==> src/rtl/rsla_pkg.sv <==
package rsla_pkg;

  typedef enum logic [1:0] {
    OP_TICK   = 2'd0,
    OP_STATUS = 2'd1,
    OP_COLOUR = 2'd2
  } op_e;

  typedef enum logic [1:0] {
    KIND_NONE    = 2'd0,
    KIND_FLASH   = 2'd1,
    KIND_PULSE   = 2'd2,
    KIND_BREATHE = 2'd3
  } kind_e;

  typedef enum logic [1:0] {
    DIV_MOD,
    DIV_PHASE,
    DIV_FLASH
  } div_ph_e;

  typedef enum logic [3:0] {
    ST_IDLE,
    ST_DIV_RUN,
    ST_DIV_DONE,
    ST_BFACT,
    ST_SQ_MUL,
    ST_SQ_DIV,
    ST_SHADE_MUL,
    ST_SHADE_WR,
    ST_RESTART,
    ST_BRIGHT_MUL,
    ST_BRIGHT_WR,
    ST_OUT
  } st_e;

  localparam int CFG_INDEX_W = 2;
  localparam logic [CFG_INDEX_W-1:0] CFG_BRIGHTNESS    = 2'd0;
  localparam logic [CFG_INDEX_W-1:0] CFG_UPDATE_PERIOD = 2'd1;

  localparam logic [7:0] BRIGHTNESS_RST    = 8'd255;
  localparam logic [7:0] UPDATE_PERIOD_RST = 8'd20;

  typedef struct packed {
    logic [7:0]  r;
    logic [7:0]  g;
    logic [7:0]  b;
    kind_e       kind;
    logic [15:0] dur;
    logic        cont;
  } status_entry_t;

  localparam status_entry_t STATUS_ROM [16] = '{
    '{8'd0,   8'd0,   8'd0,   KIND_NONE,  16'd0,    1'b0},
    '{8'd255, 8'd255, 8'd255, KIND_FLASH, 16'd500,  1'b1},
    '{8'd255, 8'd255, 8'd255, KIND_PULSE, 16'd2000, 1'b1},
    '{8'd255, 8'd255, 8'd255, KIND_NONE,  16'd0,    1'b0},
    '{8'd0,   8'd0,   8'd255, KIND_PULSE, 16'd2000, 1'b1},
    '{8'd255, 8'd165, 8'd0,   KIND_PULSE, 16'd2000, 1'b1},
    '{8'd0,   8'd0,   8'd255, KIND_NONE,  16'd0,    1'b0},
    '{8'd255, 8'd0,   8'd40,  KIND_FLASH, 16'd300,  1'b1},
    '{8'd0,   8'd255, 8'd40,  KIND_FLASH, 16'd300,  1'b1},
    '{8'd220, 8'd0,   8'd220, KIND_PULSE, 16'd2000, 1'b1},
    '{8'd220, 8'd0,   8'd220, KIND_FLASH, 16'd2000, 1'b1},
    '{8'd0,   8'd0,   8'd0,   KIND_NONE,  16'd0,    1'b0},
    '{8'd0,   8'd0,   8'd0,   KIND_NONE,  16'd0,    1'b0},
    '{8'd0,   8'd0,   8'd0,   KIND_NONE,  16'd0,    1'b0},
    '{8'd0,   8'd0,   8'd0,   KIND_NONE,  16'd0,    1'b0},
    '{8'd0,   8'd0,   8'd0,   KIND_NONE,  16'd0,    1'b0}
  };

  localparam logic [7:0] QSINE [65] = '{
    8'd0,   8'd6,   8'd13,  8'd19,  8'd25,  8'd31,  8'd37,  8'd44,
    8'd50,  8'd56,  8'd62,  8'd68,  8'd74,  8'd80,  8'd86,  8'd92,
    8'd98,  8'd103, 8'd109, 8'd115, 8'd120, 8'd126, 8'd131, 8'd136,
    8'd142, 8'd147, 8'd152, 8'd157, 8'd162, 8'd167, 8'd171, 8'd176,
    8'd180, 8'd185, 8'd189, 8'd193, 8'd197, 8'd201, 8'd205, 8'd208,
    8'd212, 8'd215, 8'd219, 8'd222, 8'd225, 8'd228, 8'd231, 8'd233,
    8'd236, 8'd238, 8'd240, 8'd242, 8'd244, 8'd246, 8'd247, 8'd249,
    8'd250, 8'd251, 8'd252, 8'd253, 8'd254, 8'd254, 8'd255, 8'd255,
    8'd255
  };

  // magnitude of sine at turn step t; the sign is t[7]
  function automatic logic [7:0] sine_mag(input logic [7:0] t);
    logic [6:0] idx;
    idx = t[6] ? (7'd64 - {1'b0, t[5:0]}) : {1'b0, t[5:0]};
    return QSINE[idx];
  endfunction

  // floor(p / 255) for p <= 255 * 255
  function automatic logic [7:0] div255(input logic [15:0] p);
    logic [16:0] s;
    s = {1'b0, p} + {9'd0, p[15:8]} + 17'd1;
    return s[15:8];
  endfunction

endpackage

==> src/rtl/rgb_status_led_animator_core.sv <==
// Tick without an update, select status, reserved op: no result; the block stays idle.
// Update without animation or set colour: brightness scaling of each channel, then the result.
// Flash update: one division first; pulse: remainder then phase division; breathe: as pulse plus a squaring,
//   all on the one-bit-per-cycle shared divider (NUM_W = 32 by default).
// One item at a time; a new item is taken while a result waits in the output register.
// Async active-low reset restores register defaults and the off state; no clearing pass.
module rgb_status_led_animator_core
  import rsla_pkg::*;
#(
  parameter int SINE_STEPS    = 256,
  parameter int STATUS_COUNT  = 11,
  parameter int ELAPSED_WIDTH = 32
) (
  input  logic                   clk_i,
  input  logic                   rst_ni,
  input  logic                   s_axis_tvalid,
  output logic                   s_axis_tready,
  input  logic [31:0]            s_axis_tdata,  // status_code, red_in, green_in, blue_in
  input  logic [1:0]             s_axis_tuser,  // operation
  output logic                   m_axis_tvalid,
  input  logic                   m_axis_tready,
  output logic [23:0]            m_axis_tdata,  // red_duty, green_duty, blue_duty
  input  logic                   cfg_valid_i,
  output logic                   cfg_ready_o,
  input  logic [CFG_INDEX_W-1:0] cfg_index_i,
  input  logic [7:0]             cfg_data_i
);

  localparam int SW    = $clog2(SINE_STEPS + 1);
  localparam int NUM_W = (ELAPSED_WIDTH > 16 + SW) ? ELAPSED_WIDTH : 16 + SW;
  localparam int CNT_W = $clog2(NUM_W + 1);
  localparam int EW    = ELAPSED_WIDTH;
  // t = k * 256 / SINE_STEPS by reciprocal, exact for k < SINE_STEPS
  localparam int         TURN_SH  = 21;
  localparam logic [25:0] TURN_MUL = 26'(((1 << 29) + SINE_STEPS - 1) / SINE_STEPS);

  st_e                state_q, state_d;
  div_ph_e            ph_q, ph_d;
  logic [7:0]         bright_q, bright_d;
  logic [7:0]         period_q, period_d;
  logic [3:0]         cur_q, cur_d;
  logic [7:0]         target_q [3];
  logic [7:0]         target_d [3];
  logic [7:0]         shown_q [3];
  logic [7:0]         shown_d [3];
  logic [7:0]         duty_q [3];
  logic [7:0]         duty_d [3];
  kind_e              kind_q, kind_d;
  logic [15:0]        dur_q, dur_d;
  logic               cont_q, cont_d;
  logic               anim_q, anim_d;
  logic [7:0]         upd_q, upd_d;
  logic [EW-1:0]      e_q, e_d;
  logic [NUM_W-1:0]   num_q, num_d;
  logic [15:0]        den_q, den_d;
  logic [15:0]        rem_q, rem_d;
  logic [CNT_W-1:0]   cnt_q, cnt_d;
  logic [1:0]         ch_q, ch_d;
  logic [7:0]         t_q, t_d;
  logic [7:0]         b_q, b_d;
  logic [15:0]        prod_q, prod_d;
  logic               ovalid_q, ovalid_d;
  logic [23:0]        odata_q, odata_d;

  logic               in_acc;
  op_e                op;
  logic [3:0]         code;
  logic [7:0]         upd_inc;
  logic               upd_hit;
  logic [EW-1:0]      e_inc;
  logic [16:0]        trial;
  logic               qbit;
  logic [7:0]         mul_a, mul_b;
  logic [7:0]         tmag;
  logic [8:0]         pulse_sum;
  logic [35:0]        turn_prod;
  status_entry_t      entry;

  assign s_axis_tready = (state_q == ST_IDLE);
  assign in_acc        = s_axis_tvalid & s_axis_tready;
  assign op            = op_e'(s_axis_tuser);
  assign code          = s_axis_tdata[3:0];
  assign upd_inc       = (upd_q == 8'd255) ? upd_q : upd_q + 8'd1;
  assign upd_hit       = (upd_inc >= period_q);
  assign e_inc         = e_q + EW'(1);
  assign entry         = STATUS_ROM[({1'b0, code} < 5'(STATUS_COUNT)) ? code : 4'd0];
  assign trial         = {rem_q, num_q[NUM_W-1]};
  assign qbit          = (trial >= {1'b0, den_q});
  assign tmag          = sine_mag(t_q);
  assign pulse_sum     = t_q[7] ? (9'd255 - {1'b0, tmag}) : (9'd255 + {1'b0, tmag});
  assign turn_prod     = {26'd0, num_q[9:0]} * {10'd0, TURN_MUL};
  assign cfg_ready_o   = 1'b1;
  assign m_axis_tvalid = ovalid_q;
  assign m_axis_tdata  = odata_q;

  // shared multiplier operands
  always_comb begin
    case (state_q)
      ST_SQ_MUL: begin
        mul_a = sine_mag({1'b0, t_q[7:1]});
        mul_b = sine_mag({1'b0, t_q[7:1]});
      end
      ST_SHADE_MUL: begin
        mul_a = target_q[ch_q];
        mul_b = b_q;
      end
      default: begin
        mul_a = shown_q[ch_q];
        mul_b = bright_q;
      end
    endcase
  end

  always_comb begin
    state_d = state_q;
    case (state_q)
      ST_IDLE: begin
        if (in_acc) begin
          case (op)
            OP_TICK: begin
              if (upd_hit) begin
                if (!anim_q) begin
                  state_d = ST_BRIGHT_MUL;
                end else if (kind_q == KIND_FLASH) begin
                  state_d = (dur_q[15:1] == 15'd0) ? ST_RESTART : ST_DIV_RUN;
                end else begin
                  state_d = (dur_q == 16'd0) ? ST_BFACT : ST_DIV_RUN;
                end
              end
            end
            OP_COLOUR: state_d = ST_BRIGHT_MUL;
            default:   state_d = ST_IDLE;
          endcase
        end
      end
      ST_DIV_RUN: begin
        if (cnt_q == CNT_W'(1)) state_d = ST_DIV_DONE;
      end
      ST_DIV_DONE: begin
        case (ph_q)
          DIV_PHASE: state_d = ST_BFACT;
          DIV_FLASH: state_d = ST_RESTART;
          default:   state_d = ST_DIV_RUN;
        endcase
      end
      ST_BFACT:      state_d = (kind_q == KIND_BREATHE) ? ST_SQ_MUL : ST_SHADE_MUL;
      ST_SQ_MUL:     state_d = ST_SQ_DIV;
      ST_SQ_DIV:     state_d = ST_SHADE_MUL;
      ST_SHADE_MUL:  state_d = ST_SHADE_WR;
      ST_SHADE_WR:   state_d = (ch_q == 2'd2) ? ST_RESTART : ST_SHADE_MUL;
      ST_RESTART:    state_d = ST_BRIGHT_MUL;
      ST_BRIGHT_MUL: state_d = ST_BRIGHT_WR;
      ST_BRIGHT_WR:  state_d = (ch_q == 2'd2) ? ST_OUT : ST_BRIGHT_MUL;
      ST_OUT: begin
        if (!ovalid_q || m_axis_tready) state_d = ST_IDLE;
      end
      default: state_d = ST_IDLE;
    endcase
  end

  always_comb begin
    ph_d     = ph_q;
    bright_d = bright_q;
    period_d = period_q;
    cur_d    = cur_q;
    target_d = target_q;
    shown_d  = shown_q;
    duty_d   = duty_q;
    kind_d   = kind_q;
    dur_d    = dur_q;
    cont_d   = cont_q;
    anim_d   = anim_q;
    upd_d    = upd_q;
    e_d      = e_q;
    num_d    = num_q;
    den_d    = den_q;
    rem_d    = rem_q;
    cnt_d    = cnt_q;
    ch_d     = ch_q;
    t_d      = t_q;
    b_d      = b_q;
    prod_d   = {8'd0, mul_a} * {8'd0, mul_b};
    ovalid_d = ovalid_q & ~m_axis_tready;
    odata_d  = odata_q;

    if (cfg_valid_i) begin
      if (cfg_index_i == CFG_BRIGHTNESS)    bright_d = cfg_data_i;
      if (cfg_index_i == CFG_UPDATE_PERIOD) period_d = cfg_data_i;
    end

    case (state_q)
      ST_IDLE: begin
        ch_d  = 2'd0;
        cnt_d = CNT_W'(NUM_W);
        rem_d = 16'd0;
        t_d   = 8'd0;
        if (in_acc) begin
          case (op)
            OP_TICK: begin
              e_d   = e_inc;
              upd_d = upd_hit ? 8'd0 : upd_inc;
              if (kind_q == KIND_FLASH) begin
                ph_d  = DIV_FLASH;
                num_d = NUM_W'(e_inc);
                den_d = {1'b0, dur_q[15:1]};
                if (upd_hit && anim_q && dur_q[15:1] == 15'd0) shown_d = target_q;
              end else begin
                ph_d  = DIV_MOD;
                num_d = NUM_W'(e_inc);
                den_d = dur_q;
              end
            end
            OP_STATUS: begin
              if (code != cur_q) begin
                cur_d       = code;
                target_d[0] = entry.r;
                target_d[1] = entry.g;
                target_d[2] = entry.b;
                kind_d      = entry.kind;
                dur_d       = entry.dur;
                cont_d      = entry.cont;
                anim_d      = (entry.kind != KIND_NONE);
                e_d         = '0;
                if (entry.kind == KIND_NONE) begin
                  shown_d[0] = entry.r;
                  shown_d[1] = entry.g;
                  shown_d[2] = entry.b;
                end
              end
            end
            OP_COLOUR: begin
              shown_d[0] = s_axis_tdata[11:4];
              shown_d[1] = s_axis_tdata[19:12];
              shown_d[2] = s_axis_tdata[27:20];
              anim_d     = 1'b0;
              kind_d     = KIND_NONE;
            end
            default: ;
          endcase
        end
      end
      ST_DIV_RUN: begin
        rem_d = qbit ? 16'(trial - {1'b0, den_q}) : trial[15:0];
        num_d = {num_q[NUM_W-2:0], qbit};
        cnt_d = cnt_q - CNT_W'(1);
      end
      ST_DIV_DONE: begin
        cnt_d = CNT_W'(NUM_W);
        rem_d = 16'd0;
        case (ph_q)
          DIV_MOD: begin
            ph_d  = DIV_PHASE;
            num_d = NUM_W'(rem_q) * NUM_W'(SINE_STEPS);
            den_d = dur_q;
          end
          DIV_PHASE: t_d = turn_prod[TURN_SH+7:TURN_SH];
          default: begin
            shown_d[0] = num_q[0] ? 8'd0 : target_q[0];
            shown_d[1] = num_q[0] ? 8'd0 : target_q[1];
            shown_d[2] = num_q[0] ? 8'd0 : target_q[2];
          end
        endcase
      end
      ST_BFACT:  b_d = pulse_sum[8:1];
      ST_SQ_DIV: b_d = div255(prod_q);
      ST_SHADE_WR: begin
        shown_d[ch_q] = div255(prod_q);
        ch_d          = (ch_q == 2'd2) ? 2'd0 : ch_q + 2'd1;
      end
      ST_RESTART: begin
        if (cont_q && e_q >= EW'(dur_q)) e_d = '0;
      end
      ST_BRIGHT_WR: begin
        duty_d[ch_q] = div255(prod_q);
        ch_d         = (ch_q == 2'd2) ? 2'd0 : ch_q + 2'd1;
      end
      ST_OUT: begin
        if (!ovalid_q || m_axis_tready) begin
          ovalid_d = 1'b1;
          odata_d  = {duty_q[2], duty_q[1], duty_q[0]};
        end
      end
      default: ;
    endcase
  end

  always_ff @(posedge clk_i or negedge rst_ni) begin
    if (!rst_ni) begin
      state_q  <= ST_IDLE;
      ph_q     <= DIV_MOD;
      bright_q <= BRIGHTNESS_RST;
      period_q <= UPDATE_PERIOD_RST;
      cur_q    <= 4'd0;
      target_q <= '{default: 8'd0};
      shown_q  <= '{default: 8'd0};
      kind_q   <= KIND_NONE;
      dur_q    <= 16'd0;
      cont_q   <= 1'b0;
      anim_q   <= 1'b0;
      upd_q    <= 8'd0;
      e_q      <= '0;
      cnt_q    <= '0;
      ch_q     <= 2'd0;
      ovalid_q <= 1'b0;
    end else begin
      state_q  <= state_d;
      ph_q     <= ph_d;
      bright_q <= bright_d;
      period_q <= period_d;
      cur_q    <= cur_d;
      target_q <= target_d;
      shown_q  <= shown_d;
      kind_q   <= kind_d;
      dur_q    <= dur_d;
      cont_q   <= cont_d;
      anim_q   <= anim_d;
      upd_q    <= upd_d;
      e_q      <= e_d;
      cnt_q    <= cnt_d;
      ch_q     <= ch_d;
      ovalid_q <= ovalid_d;
    end
  end

  always_ff @(posedge clk_i) begin
    duty_q  <= duty_d;
    num_q   <= num_d;
    den_q   <= den_d;
    rem_q   <= rem_d;
    t_q     <= t_d;
    b_q     <= b_d;
    prod_q  <= prod_d;
    odata_q <= odata_d;
  end

endmodule

==> config.mk <==
export PLATFORM = sky130hd
export DESIGN_NAME = rgb_status_led_animator_core
export DESIGN_NICKNAME = d
export VERILOG_FILES = /design/src/rtl/rsla_pkg.sv /design/src/rtl/rgb_status_led_animator_core.sv
export SDC_FILE = /design/constraint.sdc
export NUM_CORES = 1
export LEC_CHECK = 0
export ABC_AREA = 1
export BUFFER_PORTS_ARGS = -buffer_cell sky130_fd_sc_hd__buf_2
export CAP_MARGIN = 20
export CORE_MARGIN = 3
export CORE_UTILIZATION = 55
export DETAILED_ROUTE_END_ITERATION = 8
export PLACE_DENSITY = 0.72
export SETUP_SLACK_MARGIN = 0.5
export SLEW_MARGIN = 20
export SYNTH_ARGS = -nofsm -noshare
export SYNTH_HDL_FRONTEND = slang
export SYNTH_SLANG_ARGS = --single-unit
export TNS_END_PERCENT = 20
==> constraint.sdc <==
create_clock -name clk_i -period 6.6 [get_ports clk_i]
set_clock_uncertainty 0.05 [all_clocks]
set_input_delay 0.33 -clock clk_i [delete_from_list [all_inputs] [get_ports clk_i]]
set_output_delay 0.33 -clock clk_i [all_outputs]
set_load 0.005 [all_outputs]
# [Word level (Yosys, flattened, before mapping)]
# Memories as Yosys holds them, arrays and structs flattened.
# Index checks and enable logic that the tools add are counted.
[classes] add_sub_neg=11 n_mul=1 div_mod_pow=0 order_cmp=9 eq_ne=38 n_shift=0 n_mux=82 bitwise=7 reduce_logical=37
[ops] op="$mux 32" n=6
[ops] op="$mux 24" n=6
[ops] op="$pmux 24 s3" n=2
[ops] op="$pmux 32 s2" n=2
[ops] op="$mux 8" n=15
[ops] op="$pmux 32 s3" n=1
[ops] op="$mux 43" n=2
[ops] op="$mux 16" n=5
[ops] op="$pmux 16 s2" n=2
[ops] op="$pmux 8 s2" n=4
[ops] op="$bwmux 24" n=2
[ops] op="$pmux 4 s12" n=1
[ops] op="$mux 4" n=9
[ops] op="$add 32x1->32 const B" n=1
[ops] op="$bmux 8 s2" n=2
[ops] op="$ge 32x16->1" n=1
[ops] op="$reduce_and 4->1" n=5
[ops] op="$mux 2" n=9
[ops] op="$ge 17x16->1" n=1
[ops] op="$add 16x1->16 const B" n=1
[ops] op="$add 16x8->16" n=1
[ops] op="$demux 8 s2" n=1
[ops] op="$eq 4x3->1 const B" n=4
[ops] op="$eq 4x4->1 const B" n=4
[ops] op="52 further kinds" n=98
[totals] ff_bits=287 latchBits=0 ram_bits=0 rom_bits=2736 input_bits=49 out_inout_bits=27 wordCells=218 memories=3
[mem_list] memory="(name not given)" depth=128 word_bits=8 read_ports=1 rd_ports_with_merged_regs=0 write_ports=0 line="rsla_pkg.sv:88" text="return QSINE[idx];"
[mem_list] memory="(name not given)" depth=128 word_bits=8 read_ports=1 rd_ports_with_merged_regs=0 write_ports=0 line="rsla_pkg.sv:88"
[mem_list] memory="(name not given)" depth=16 word_bits=43 read_ports=1 rd_ports_with_merged_regs=0 write_ports=0 line="rgb_status_led_animator_core.sv:86" text="assign entry = STATUS_ROM[({1'b0, code} < 5'(STATUS_COUNT)) ? code : 4'd0];"

# [Depth between registers and ports, before layout]
[logic_depth] word_depth=12 ltp_mapped=37 depth_no_buf=37

# [Worst setup path before layout]
# No wires, ideal clock.
[synth_path] path_kind="register -> register" from="register t_q[1]" to="register prod_q[15]" setup_ns=0.072 arrival_time_ns=5.812 required_ns=6.478 slack_ns=0.666 stages_incl_launch_ff=36 path_buffers=0 synth_period_minus_slack_ns=5.934 path_cell_list="edfxtp_1 > inv_2 > ha_1 > nand2_1 > o21ai_2 > ha_1 > or2_1 > nand3_1 > o211ai_1 > nand3_1 > nand2_1 > nand3_1 > nand2_1 > nand2_1 > nand2_1 > inv_1 > nand2_1 > fa_1 > inv_1 > ha_1 > inv_1 > fa_1 > fa_1 > inv_1 > ha_1 > nand2_1 > o21ai_0 > a21oi_1 > o21bai_1 > a21boi_0 > o21ai_0 > nand2_1 > nand2_1 > nand2_1 > nand2_1 > xor2_1"
[synth_between] elab_chain_len=8 word_cells_on_any_way=9 classes_between="add/sub: 1; mul: 1; mux: 5; bitwise: 1; memory: 1"
[synth_lines] element="start: declaration" line="rgb_status_led_animator_core.sv:59" text="logic [7:0] t_q, t_d;"
[synth_lines] element="start signal: assignment" line="rgb_status_led_animator_core.sv:330" text="t_q <= t_d;"
[synth_lines] element="$sub 7x6->7" line="rsla_pkg.sv:87" text="idx = t[6] ? (7'd64 - {1'b0, t[5:0]}) : {1'b0, t[5:0]};"
[synth_lines] element="$mux 7 (*)" line="rsla_pkg.sv:87"
[synth_lines] element="$not 7->8 (implied by the code) (*)" line="rsla_pkg.sv:88"
[synth_lines] element="$mem_v2 128x8 (*)"
[synth_lines] element="$mux 8 (implied by the code) (*) (2 in series)" line="rsla_pkg.sv:88"
[synth_lines] element="$pmux 8 s2" line="rgb_status_led_animator_core.sv:98" text="case (state_q)"
[synth_lines] element="$mul 8x8->16 (*)" line="rgb_status_led_animator_core.sv:182" text="prod_d = {8'd0, mul_a} * {8'd0, mul_b};"
[synth_lines] element="named net prod_d[15]" line="rgb_status_led_animator_core.sv:61" text="logic [15:0] prod_q, prod_d;"
[synth_lines] element="end signal: assignment" line="rgb_status_led_animator_core.sv:332" text="prod_q <= prod_d;"
[synth_lines] element="end: declaration" line="rgb_status_led_animator_core.sv:61"
# Mark *: on every way through the listed nets, which the timed path passes. The rest lies on a longest branch. The select of a mux whose other input is x is not followed.
# A chain may end at the register's enable or synchronous reset.

# [Final worst setup path]
[layout_path] from="register t_q[1]" to="register prod_q[14]"
# Same word-level chain as after synthesis.

==> results.md <==
- WS Path Type: reg2reg
- Vias per inst: 5.66
- Switching pwr: approximately 0.0013 W
- Placed Cells: 2660
- Yosys warns: 0
- Area leader, netlist: edfxtp_1
- Hold Crit Class: in2reg
- Starting Density: 0.564
- H-tree levels: 1
- Num CTS Buffers: 28
- Vias in the first global route: 14500
- Yosys top cell area share: 0.210
- Fin Setup TNS: 0 ps
- RD Place Congestion: between 0.9 and 1
- Crit-path max FO: 8
- Hold WS: between 80 and 90 ps
- Clock sink total: 253
- Distinct cells, synth: 62
- Post-synth EDFFs: about 120
- Core area: 0.0309 sq mm
- Largest net degree at the start of global routing: 59
- PortBufs: 70
- Final Setup Violations: 0
- Nets: 2523
- Synth Cell Area: 0.0174 sq mm
- Switching share of power: 0.300
- Commonest cells post-synth: 556 x nand2_1, 292 x inv_1, 197 x nor2_1
- Worst setup SP type: flip-flop
- Synth Area per Inst: 7.81 sq um
- FP Rows: 64
- Seq/Total Area, Yosys: 0.394
- Post-DP Area: 0.0181 sq mm
- Worst slew margin: 0.276
- PwrDens: 211 mW/mm^2
- Diodes inserted: 0
- Yosys reg bits: 253
- Crit path top cell by count: nand2_1
- Cells after Synth: ~2200
- Total gr overflow: 0
- Area contributors post-synth: edfxtp_1 21%, dfrtp_1 15%, nand2_1 12%, ha_1 7.2%, inv_1 6.3%
- WL final: 46.5 mm
- Hold path depth: 3
- Max clock buf depth: 3
- Setup crit end kind: flip-flop
- DRC: 0
- Slowest cell delay on critical path: 540 ps
- Final hold violation count: 0
- Worst reg-to-reg path cell count: 32
- Max Slew Vio Count: 0
- Die area: 0.0339 sq mm
- Layout cells sized above 1: 0.136
- Non-filler cells, final: approximately 2800
- Maximum clock rate: 168 MHz
- Die Height: roughly 180 um
- Top-count cell post-synth: nand2_1
- Skew-Pair Late Insertion Delay: roughly 560 ps
- Initial antenna violation count: 1
- IO Count: 76
- Worst Tran Pin Value: ~1100 ps
- VDD IR max: 0.212 mV
- Fin crit share: 0.900
- Die W: 184 um
- Critical Path RT: 7040 ps
- Via count: 15600
- LEAKAGE: around 9.4 nW
- Synth-to-Final Area Change: 13.7%
- Slowest cell on crit path: fa_1
- Asr flop ratio synth: 0.455
- Outcome: finished, final reports clean
- Flop pwr share: 0.426
- Clk slew on worst S/H paths: 70 ps
- Comb power frac: 0.200
- Syn Nets: 2417
- HPWL Detailed: 33.9 mm
- First-pass GRT wire length: 74.2 mm
- Wire per inst: 16.9 um
- Max cap viols: 0
- DRT Pass-1 Iters: 6
- Iteration-0 DRC Markers: around 1500
- Ys flop type: edfxtp_1
- Internal Power: a little under 0.003 W
- Crit path time final: 5940 ps
- CP arrival: 6370 ps
- RSZ-0062 raised after global routing: yes
- Final Instance Area: around 0.020 sq mm
- GRT Total Usage: 0.269
- Clk pwr share: 0.375
- CTS tree: done
- CTS root buffer: clkbuf_16
- Final ANT Viol Nets: 0
## layer usage
layer	global-route usage	vias to the layer above	wire, um
met5	0	-	0
met4	0.0553	0	845
met3	0.0376	66	3790
met2	0.420	636	20700
met1	0.404	7327	21100
li1	-	7576	-
## power by group through the flow
stage          Sequential, W  Combinational [W]  Clock, W
2_1_floorplan        0.00179           0.000476         0
3_3_place_gp         0.00181           0.000704         0
3_5_place_dp         0.00181           0.000723         0
4_1_cts              0.00178           0.000751   0.00159
5_1_grt              0.00179           0.000927   0.00165
6_report             0.00178           0.000836   0.00157
## cell families after synthesis
| family | Yosys count | synth area share |
|---|---|---|
| AOI/OAI and AO/OA | 427 | 0.137 |
| xor gates and xnor gates | 55 | 0.0292 |
| adders and majority gates | 137 | 0.114 |
| buffers and inverters | 376 | 0.0859 |
| DFF | 253 | 0.394 |
| other | 1 | 0.000215 |
| and+or+nand+nor | 982 | 0.239 |
## flip-flops by register name, summed over array words and instances, names as in the netlist, 6 cells and up
signal and count:
prod_q 16, target_q 8, den_q 10, cnt_q 6
e_q 32, shown_q 24, num_q 32, duty_q 24
upd_q 8, m_axis_tdata 24, t_q 8, bright_q 8
b_q 8, rem_q 16, period_q 8
## cell type report
cell class | count | area (sq um)
Fill cell | 2617 | 11100
Multi-Input combinational cell | 1602 | 9440
Clock buffer | 41 | 822
Inverter | 317 | 1190
Clock inverter | 11 | 110
Sequential cell | 253 | 6870
Tap cell | 396 | 495
Timing Repair Buffer | 135 | 887
## final timing paths
kind	slack [ps]	endpoint	startpoint
min	90	cur_q[3]$_DFFE_PN0P_	s_axis_tdata[3]
max reg2reg	660	prod_q[14]$_DFF_P_	t_q[1]$_SDFFCE_PN0P_
max in group asynchronous	4890	dur_q[7]$_DFFE_PN0P_	rst_ni
min in group asynchronous	350	shown_q[10]$_DFFE_PN0P_	rst_ni
min reg2reg	370	m_axis_tdata[2]$_DFFE_PP_	duty_q[18]$_DFFE_PP_
max	660	prod_q[14]$_DFF_P_	t_q[1]$_SDFFCE_PN0P_
## cells in the final DEF (no fill, tap or decap), drive strengths merged, types with 4 or more instances in the layout
master / Yosys / routed
o21ai: 218 / 218
ha: 100 / 100
a22oi: 5 / 5
edfxtp: 122 / 122
clkinv: 5 / 10
nand4: 25 / 25
inv: 312 / 314
buf: 26 / 126
xor2: 41 / 41
o22ai: 12 / 12
a31oi: 12 / 12
nor4: 10 / 10
dlygate4sd3: 0 / 9
xnor2: 14 / 14
fa: 37 / 37
nor2: 207 / 207
o211ai: 17 / 17
dfstp: 10 / 10
o221ai: 14 / 14
clkbuf: 33 / 41
dfrtp: 105 / 105
o21bai: 4 / 4
a21oi: 120 / 120
a211oi: 4 / 4
dfxtp: 16 / 16
o21a: 6 / 6
nor3: 21 / 21
or2: 13 / 13
nand3: 126 / 126
nand2: 571 / 571
nand3b: 6 / 6
## worst max-delay path, delay by kind of cell (launching register included)
family / cells / cell delay [ps]
AOI/OAI and AO/OA: 8 / 850
DFF: 1 / 400
and+or+nand+nor: 12 / 1140
xor gates and xnor gates: 1 / 150
adders and majority gates: 7 / 2850
buffers and inverters: 4 / 400
## metrics by stage
step | worst slack [ps] | utilization | power, W
after CTS | 494 | 0.624 | 0.00412
after detailed placement | 174 | 0.587 | 0.00253
after floorplan | 666 | - | 0.00227
after global routing | 281 | 0.641 | 0.00436
after global placement | 248 | 0.587 | 0.00251
final | 663 | 0.641 | 0.00418
## what timing repair did
item                                    CTS  global route
endpoints found under the setup margin    4             6
buffers inserted                          8            26
resized for setup                        13            86
endpoints found under the hold margin    57             0
pin swaps                                 5            44
hold buffers                              9             0
Power figures use the tool's default switching activity.
